### src/rtl/dti_pkg.sv
// Shared constants, codes and structs for the decision tree inference block.
`timescale 1ns / 1ps
package dti_pkg;

   // Table sizes and walk limit.
   localparam int NODES       = 256;
   localparam int FEATURES    = 32;
   localparam int DEPTH_LIMIT = 16;

   // Field widths fixed by the interface.
   localparam int OPCODE_W   = 2;
   localparam int NODE_IDX_W = 8;
   localparam int FEAT_IDX_W = 5;
   localparam int VALUE_W    = 32;
   localparam int SCORE_W    = 17;
   localparam int LINK_W     = 9;
   localparam int STATUS_W   = 2;
   localparam int LEVEL_W    = (DEPTH_LIMIT > 1) ? $clog2(DEPTH_LIMIT) : 1;

   localparam logic [SCORE_W-1:0] SCORE_HALF = SCORE_W'(32768);
   localparam logic [SCORE_W-1:0] SCORE_ONE  = SCORE_W'(65536);

   // Opcodes carried in the request tuser.
   localparam logic [OPCODE_W-1:0] OP_NODE_WR  = 2'd0;
   localparam logic [OPCODE_W-1:0] OP_FEAT_WR  = 2'd1;
   localparam logic [OPCODE_W-1:0] OP_CLASSIFY = 2'd2;

   typedef enum logic [STATUS_W-1:0] {
      ST_LEAF     = 2'd0,
      ST_MISSING  = 2'd1,
      ST_NO_TREE  = 2'd2,
      ST_DEPTH    = 2'd3
   } dti_status_type;

   typedef struct packed {
      logic                         is_leaf;
      logic [FEAT_IDX_W-1:0]        feature;
      logic signed [VALUE_W-1:0]    threshold;
   } dti_split_type;

   typedef struct packed {
      logic [SCORE_W-1:0] leaf_score;
      logic [LINK_W-1:0]  left;
      logic [LINK_W-1:0]  right;
   } dti_links_type;

   // Commands from the controller to the datapath.
   typedef struct packed {
      logic           node_we;
      logic           feat_we;
      logic           walk_start;
      logic           walk_step;
      logic           result_load;
      dti_status_type result_status;
   } dti_cmd_type;

   // Status from the datapath to the controller.
   typedef struct packed {
      logic tree_valid;
      logic is_leaf;
      logic missing;
   } dti_stat_type;

endpackage

### src/rtl/dti_ctrl.sv
// Controller: accepts request beats, sequences the tree walk, owns response valid.
`timescale 1ns / 1ps
module dti_ctrl (
   input  logic                            clock,
   input  logic                            reset,
   input  logic                            req_tvalid,
   output logic                            req_tready,
   input  logic [dti_pkg::OPCODE_W-1:0]    opcode,
   output logic                            rsp_tvalid,
   input  logic                            rsp_tready,
   output dti_pkg::dti_cmd_type            cmd,
   input  dti_pkg::dti_stat_type           stat
);
   import dti_pkg::*;

   typedef enum logic {
      S_IDLE,
      S_WALK
   } state_type;

   state_type            state_ff, state_in;
   logic [LEVEL_W-1:0]   level_ff, level_in;
   logic                 ready_ff, ready_in;
   logic                 rsp_valid_ff, rsp_valid_in;

   logic                 accept;
   logic                 out_free;
   logic                 finished;
   dti_status_type       finish_code;

   assign accept   = req_tvalid && ready_ff;
   assign out_free = !rsp_valid_ff || rsp_tready;

   always_comb begin
      finished    = 1'b1;
      finish_code = ST_LEAF;
      if (!stat.tree_valid) begin
         finish_code = ST_NO_TREE;
      end else if (stat.is_leaf) begin
         finish_code = ST_LEAF;
      end else if (stat.missing) begin
         finish_code = ST_MISSING;
      end else if (level_ff == LEVEL_W'(DEPTH_LIMIT - 1)) begin
         finish_code = ST_DEPTH;
      end else begin
         finished = 1'b0;
      end
   end

   always_comb begin
      state_in          = state_ff;
      level_in          = level_ff;
      cmd               = '0;
      cmd.result_status = finish_code;
      unique case (state_ff)
         S_IDLE: begin
            if (accept) begin
               case (opcode)
                  OP_NODE_WR: cmd.node_we = 1'b1;
                  OP_FEAT_WR: cmd.feat_we = 1'b1;
                  OP_CLASSIFY: begin
                     cmd.walk_start = 1'b1;
                     level_in       = '0;
                     state_in       = S_WALK;
                  end
                  default: ;
               endcase
            end
         end
         S_WALK: begin
            if (finished) begin
               if (out_free) begin
                  cmd.result_load = 1'b1;
                  state_in        = S_IDLE;
               end
            end else begin
               cmd.walk_step = 1'b1;
               level_in      = level_ff + LEVEL_W'(1);
            end
         end
         default: state_in = S_IDLE;
      endcase
   end

   assign ready_in     = (state_in == S_IDLE);
   assign rsp_valid_in = cmd.result_load || (rsp_valid_ff && !rsp_tready);

   always_ff @(posedge clock) begin
      if (reset) begin
         state_ff     <= S_IDLE;
         level_ff     <= '0;
         ready_ff     <= 1'b0;
         rsp_valid_ff <= 1'b0;
      end else begin
         state_ff     <= state_in;
         level_ff     <= level_in;
         ready_ff     <= ready_in;
         rsp_valid_ff <= rsp_valid_in;
      end
   end

   assign req_tready = ready_ff;
   assign rsp_tvalid = rsp_valid_ff;

   // A result is only loaded into a free or draining output register.
   a_load_free: assert property (@(posedge clock) disable iff (reset)
      cmd.result_load |-> (!rsp_valid_ff || rsp_tready))
      else $error("result loaded over an untaken response");

   // A classify beat starts a walk on the next cycle.
   a_classify_walks: assert property (@(posedge clock) disable iff (reset)
      (accept && opcode == OP_CLASSIFY) |=> (state_ff == S_WALK && !ready_ff))
      else $error("classify beat did not start a walk");

   // Loading a result shows a response and frees the request side.
   a_load_shows: assert property (@(posedge clock) disable iff (reset)
      cmd.result_load |=> (rsp_valid_ff && ready_ff && state_ff == S_IDLE))
      else $error("loaded result not presented");

   // A walk step never runs past the depth limit.
   a_step_depth: assert property (@(posedge clock) disable iff (reset)
      cmd.walk_step |-> (level_ff != LEVEL_W'(DEPTH_LIMIT - 1)))
      else $error("walk stepped past the depth limit");

endmodule

### config.mk
export PLATFORM = sky130hd
export DESIGN_NAME = dti_ctrl
export DESIGN_NICKNAME = d
export VERILOG_FILES = /design/src/rtl/dti_pkg.sv /design/src/rtl/dti_ctrl.sv
export SDC_FILE = /design/constraint.sdc
export NUM_CORES = 1
export LEC_CHECK = 0
export BUFFER_PORTS_ARGS = -buffer_cell sky130_fd_sc_hd__buf_4
export CORE_AREA = 4 4 41 43
export DETAILED_ROUTE_END_ITERATION = 12
export DIE_AREA = 0 0 45 47
export PLACE_DENSITY_LB_ADDON = 0.2
export SLEW_MARGIN = 15
export SYNTH_ARGS = -nofsm -noshare
export SYNTH_HDL_FRONTEND = slang
export SYNTH_SLANG_ARGS = --single-unit
### constraint.sdc
create_clock -name clock -period 1.6 [get_ports clock]
set_input_delay 0.08 -clock clock [delete_from_list [all_inputs] [get_ports clock]]
set_output_delay 0.08 -clock clock [all_outputs]
set_load 0.05 [all_outputs]
; Yosys cells after proc, flatten, opt, wreduce, memory -nomap -nowiden
; Index checks and enable logic that the tools add are counted.
[totals]
inputBits = 9
wordCells = 46
ff_bits = 7
[op_classes]
add_sub_neg = 1
mux = 25
n_bitwise = 2
reduce_logical = 8
n_eq_ne = 6
[ops]
columns = operator, n
row1 = 1-bit two-way mux, 13
row2 = 4-bit two-way mux, 3
row3 = 2-bit two-way mux, 5
row4 = 4-bit one-hot mux with 2 select lines, 1
row5 = 3-bit two-way mux, 2
row6 = "4-bit by 1-bit adder with 4-bit output, second input constant", 1
row7 = "4-bit == test, second input constant", 1
row8 = "2-bit inequality test, second input constant", 2
row9 = 3-bit AND reduction, 1
row10 = "2-bit by 1-bit == test with 1-bit output, second input constant", 1
row11 = "2-bit == test, second input constant", 1
row12 = 1-bit logical AND, 2
row13 = 1-bit zero test, 2
row14 = 2-bit zero test, 1
row15 = 1-bit logical OR, 2
row16 = "2-bit by 1-bit inequality test with 1-bit output, second input constant", 1
row17 = 1-bit inverter, 2
row18 = 1-bit one-hot mux with 2 select lines, 1

; Longest topological paths before layout
; Gate-level depths: netlist (run 1).
[depth]
word_depth = 8
depth_mapped = 5

; Worst setup path before layout (run 1)
; No wires, ideal clock.
[synth_timing]
path_kind = reg-to-output
from = register ready_ff (netlist: req_tready)
to = output cmd[5] (netlist bit)
path_buffers = 0
arrival_ns = 2.406
path_stages_with_launch = 3
required_time_ns = 1.520
slack_ns = -0.886
path_cell_list = dfxtp_1 -> nand2_1 -> nor4b_1
[synth_lines]
columns = item, line
row1 = start: declaration, dti_ctrl.sv:23  ; logic ready_ff, ready_in;
row2 = start signal: assignment, dti_ctrl.sv:97  ; ready_ff <= ready_in;
row3 = end: declaration, dti_ctrl.sv:11  ; output dti_pkg::dti_cmd_type cmd,

==> flow_summary.toml, run 1 <==
[outcome]
status = "finished, final reports clean"

[critical_path]
rr_worst_depth = 5
endpoint_kind = "output pin"
arrival_ps = 1430
setup.worst_path.start_class = "flip-flop"
critPathRequiredTime_ps = 1520
r2r-end = "level_ff[3]"
crit_fanout = 4
timing.rr.start = "level_ff[0]"
crit_type = "flip-flop to output pin"
r2r_slack_ps = 150

[drt]
drt_iter0_drc = 6
wirelength_met1_um = 471
vias = 419
top_layer = "met4"
firstDrtPassIters = 2
route.met2.wl_um = 430
routed_via_density = 5.048
ant_nets = 0
routed-wl-met3_um = 87
wirelength_um = 998
drc = 0
avgRoutedWirePerCell_um = 12.02

[power_and_ir_drop]
ir_drop_mv = 0.4402
power_leakage_uw = 0.0002499
pwr_density_cell_mw_per_mm2 = 676.7

[die]
core_mm2 = 0.001301
start_util_pct = 31.63
dieArea_mm2 = 0.002115
die_w_um = 45
die_h_um = 47
std_cell_rows = 13
io_pins = 18

[worst_hold_path]
hold_path_startpoint = "reset"
holdPathStages = 2
min_to = "state_ff"
worstHoldPathType = "primary input to flip-flop"

[cts]
clk_latency_ps = 250
cts_max_level = 1
cts_sinks = 7
cts_tree = "done"
cts.clk_slew.worst_paths_ps = 50
cts_buffer_depth = 2
cts_buffers = 3
hold_buffers = 0
clockRootBuffer = "clkbuf_4"

[grt]
overflow = 0
grt_use_total_pct = 11.02
grt_pass1_wl_mm = 1.621
grt_pass1_vias = 402
grt_max_degree = 10
antenna_found_initial = 0

[placement]
place_congestion = 0.6847
place_hpwl_um = 742.7
portBuffers = 17
placed_cell_area_um2 = 574.3
post-place-ws_ps = 92.86

[final_layout]
nets = 79
layout_common_cells = "buf_4, dfxtp_1, nand3_1"
area_delta_synth_final_pct = 49.85
diodes = 0
mostFrequentLayoutCell = "buf_4"
fin_area_um2 = 616.8
fill_cells = 142
final_layout_size_suffix_gt1_share_pct = 55.88

[sta]
maxSlewViolCount = 0
maxSlewHeadroom_pct = 86.91
finalSetupViolCount = 0
setup_slack_ps = 93.99
tightestPinTransition_ps = 194.7
hold_ws_ps = 55.25
finalHoldViolCount = 0
timing.fmax_mhz = 664.0
rsz0062_at_grt = "false"
finClkSkew_ps = 1.053
period_minus_slack_ps = 1506
setup_tns_ps = 0
post-route-period-util_pct = 94.13

[synth]
synth.yosys.warnings = 0
synth_cell_types = 27
ys_ff_latch = 7
synth_area_per_cell_um2 = 8.576
synth_fp_nets = 58
syn_inst = 48
seq_area_frac_synth_pct = 34.04
syn_area_um2 = 411.6

[flow_run]
maxCapViolCount = 0
worst max path at each step:
stage	end	depth (start not counted)	slack, ps	startpoint
3_3_place_gp	level_ff[3]	5	120	level_ff[0]
3_5_place_dp	level_ff[3]	5	90	level_ff[0]
6_report	cmd[2]	5	90	level_ff[1]
4_1_cts	cmd[2]	5	30	level_ff[0]
2_1_floorplan	cmd[5]	2	-40	req_tready
5_1_grt	cmd[2]	5	8	level_ff[1]
repair_timing:
action                                  CTS  global route
endpoints found under the setup margin    1             3
cloned                                    0             0
resized for setup                         0             3
buffers inserted                          1             0
hold endpoints to repair                  0             0
pin swaps                                 1             0
registers in the layout, summed over array words and instances (netlist names):
signal and cells:
level_ff 4, req_tready 1, rsp_tvalid 1, state_ff 1
cells in the mapped netlist:
library cell	n	area, um^2
a21o_2	1	8.760
a21oi_1	3	15.01
a31oi_1	2	12.51
and3_2	1	7.510
and4b_2	1	11.26
buf_1	1	3.750
buf_4	1	7.510
clkbuf_1	1	3.750
clkinvlp_2	1	5.000
dfxtp_1	7	140.1
ha_1	1	12.51
inv_1	2	7.510
nand2_1	2	7.510
nand2b_1	3	18.77
nand3_1	4	20.02
nand3_2	2	20.02
nand4_1	1	6.260
nand4b_1	2	17.52
nor2_4	1	11.26
nor2b_1	1	6.260
nor3b_1	2	15.01
nor4_1	1	6.260
nor4b_1	1	8.760
o21ai_0	2	10.01
o31ai_1	2	15.01
or3_1	1	6.260
or4_1	1	7.510
through the flow:
| stage | instances | power (uW) | utilization [%] |
|---|---|---|---|
| CTS | 83 | 427.8 | 46.73 |
| finish | 83 | 417.4 | 47.40 |
| detailed placement | 78 | 262.5 | 44.13 |
| global route | 83 | 440.5 | 47.40 |
| floorplan | 48 | 227.6 | - |
| global placement | 78 | 262.5 | 44.13 |
worst max-delay path, stage by stage, from the launching register on:
cell     delay, ps
dfxtp_1        350
ha_2           230
nand3_2        110
nand3_2        120
and3_2         180
buf_4          190
per-layer routing:
layer	up-vias	global-route usage [%]
li1	218	-
met1	186	13.33
met2	13	15.54
met3	2	3.065
met4	0	10.53
met5	-	0
power breakdown:
part | leakage [uW] | switching (uW) | internal, uW
Combinational | 0.000178 | 47.7 | 32.3
Clock | 0.0000150 | 63.2 | 95.0
Sequential | 0.0000574 | 1.72 | 178
area by class of cell:
class                   count  area, um^2  share of cell area [%]
repair buffers             19       142.6                   23.12
clock buffers               4       26.28                   4.260
flip-flops and latches      7       142.6                   23.12
well taps                  15       18.77                   3.043
inverters                   3       12.51                   2.028
multi-input cells          35       274.0                   44.42
cells by family (layout without fill, tap and decap cells):
kind of cell    after synthesis  after routing  share of synthesized area (%)
buf+inv                       6             26                          6.685
fa+ha+maj                     1              1                          3.039
flops                         7              7                          34.04
simple gates                 24             24                          41.34
compound gates               10             10                          14.89
No activity file was read; power rests on OpenSTA's default activity.
==> inputs of run 2 (changes only) <==
==> constraint.sdc (replaced) <==
create_clock -name clock -period 1.6 [get_ports clock]
set_input_delay 0.32 -clock clock [delete_from_list [all_inputs] [get_ports clock]]
set_output_delay 0.32 -clock clock [all_outputs]
set_load 0.05 [all_outputs]
==> run 2 against run 1 <==
  * The flow now finishes with violations (negative setup slack)
  * Core utilization up 12 points
  * Final area is 25% higher
  * Wire length increased by 21%
  * Largest power group unchanged
  * Setup slack worse by 100 ps
  * Clock power barely moved
  * Critical path type unchanged
  * Highest routed layer unchanged
  * Sequential share of layout area is 4.0 points lower
  * Largest cell class unchanged
  * Non-clock buffer count is 7 higher
==> flow_summary.toml, run 2 (synthesized netlist as in run 1, its figures left out) <==
[grt]
antenna_found_initial = 0
grt_max_degree = 10
grt_use_total_pct = 13.22
grt_pass1_vias = 461
grt_pass1_wl_mm = 1.952
overflow = 0

[power_and_ir_drop]
pwr_density_cell_mw_per_mm2 = 571.0
finalPower_uw = 440.8
power_leakage_uw = 0.0003010
ir_drop_mv = 0.3380

[drt]
routed_via_density = 5.233
firstDrtPassIters = 4
ant_nets = 0
wirelength_mm = 1.209
drc = 0
drt_iter0_drc = 7
vias = 471
avgRoutedWirePerCell_um = 13.43

[sta]
finalHoldViolCount = 0
finalSetupViolCount = 1
tightestPinTransition_ps = 259.6
setup_slack_ps = -7.051
maxSlewViolCount = 0
setup_tns_ps = -7.051
post-route-period-util_pct = 100.4
period_minus_slack_ps = 1607
finClkSkew_ps = 2.556
maxSlewHeadroom_pct = 82.61
rsz0062_at_grt = "true"
timing.fmax_mhz = 622.3

[outcome]
status = "finished, violations left"
violations = "negative setup slack"

[die]
io_pins = 18
die_h_um = 47
std_cell_rows = 13
core_mm2 = 0.001301
die_w_um = 45
dieArea_mm2 = 0.002115
start_util_pct = 31.63

[cts]
cts_max_level = 1
clockRootBuffer = "clkbuf_4"
cts_buffer_depth = 2
cts_buffers = 3
clk_latency_ps = 250
cts_sinks = 7
cts.clk_slew.worst_paths_ps = 50
hold_buffers = 0
cts_tree = "done"

[final_layout]
mostFrequentLayoutCell = "buf_4"
area_delta_synth_final_pct = 87.54
layout_common_cells = "buf_4, buf_6, nand3_1"
largest-register = "level_ff"
largest_reg_flops = 4
final_layout_size_suffix_gt1_share_pct = 62.67
final_util_pct = 59.33
nets = 86
fill_cells = 129
fin_area_um2 = 772.0
diodes = 0

[critical_path]
setup.worst_path.start_class = "flip-flop"
crit_fanout = 4
crit_type = "flip-flop to output pin"
critPathRequiredTime_ps = 1280
arrival_ps = 1290
endpoint_kind = "output pin"

[placement]
post-place-ws_ps = 42.10
portBuffers = 17
placed_cell_area_um2 = 649.4
place_congestion = 0.7139
place_hpwl_um = 847.7

[worst_hold_path]
worstHoldPathType = "primary input to flip-flop"

[flow_run]
maxCapViolCount = 0
==> run 2: changes by cell type in the layout (fill, tap and decap cells not counted), moves of 2 or more <==
cell     delta
dfxtp_1     -2
buf_8       +2
nand3_2     -2
buf_6       +5
nand3_4     +2
==> run 2: where the power goes <==
part	switching [uW]	total [uW]	leakage, uW	internal (uW)
registers	1.83	178	0.0000587	177
clock network	64.6	160	0.0000150	95.1
logic	56.9	103	0.000227	45.7
total	123	441	0.000301	317
==> run 2: routing by layer <==
metal	vias up	track usage [%]	wire [um]
li1	237	-	-
met1	215	14.19	480
met2	15	21.19	622
met3	4	4.598	74
met4	0	10.53	32
met5	-	0	0
==> run 2: area by class of cell <==
type                            count  area [um^2]  share of cell area, %
Multi-Input combinational cell     35        335.3                  43.44
Timing Repair Buffer               26        229.0                  29.66
Sequential cell                     7        147.6                  19.12
Clock buffer                        4        26.28                  3.404
Tap cell                           15        18.77                  2.431
Inverter                            3        15.01                  1.945
==> run 2: worst paths after layout <==
kind	slack, ps	from	to	depth (start not counted)
min reg2reg	500	state_ff	rsp_tvalid	2
max reg2reg	50	level_ff[1]	level_ff[3]	6
max	-7	level_ff[1]	cmd[2]	5
min	290	reset	state_ff	2
==> run 2: worst max-delay path: stages (launching register included) <==
cell	delay, ps
dfxtp_2	350
ha_4	170
nand3_4	110
nand3_4	80
and3_4	190
buf_8	140
==> run 2: repair_timing <==
item / CTS / global route
gates resized for setup: 16 / 2
setup endpoints to repair: 6 / 8
cloned: 0 / 0
pin swaps: 2 / 2
buffers inserted: 3 / 0
==> run 2: stage by stage <==
stage	hold WS, ps	instances
detailed placement	506.2	83
global placement	510.3	83
finish	289.6	90
global route	290.1	90
floorplan	475.0	48
CTS	279.7	90
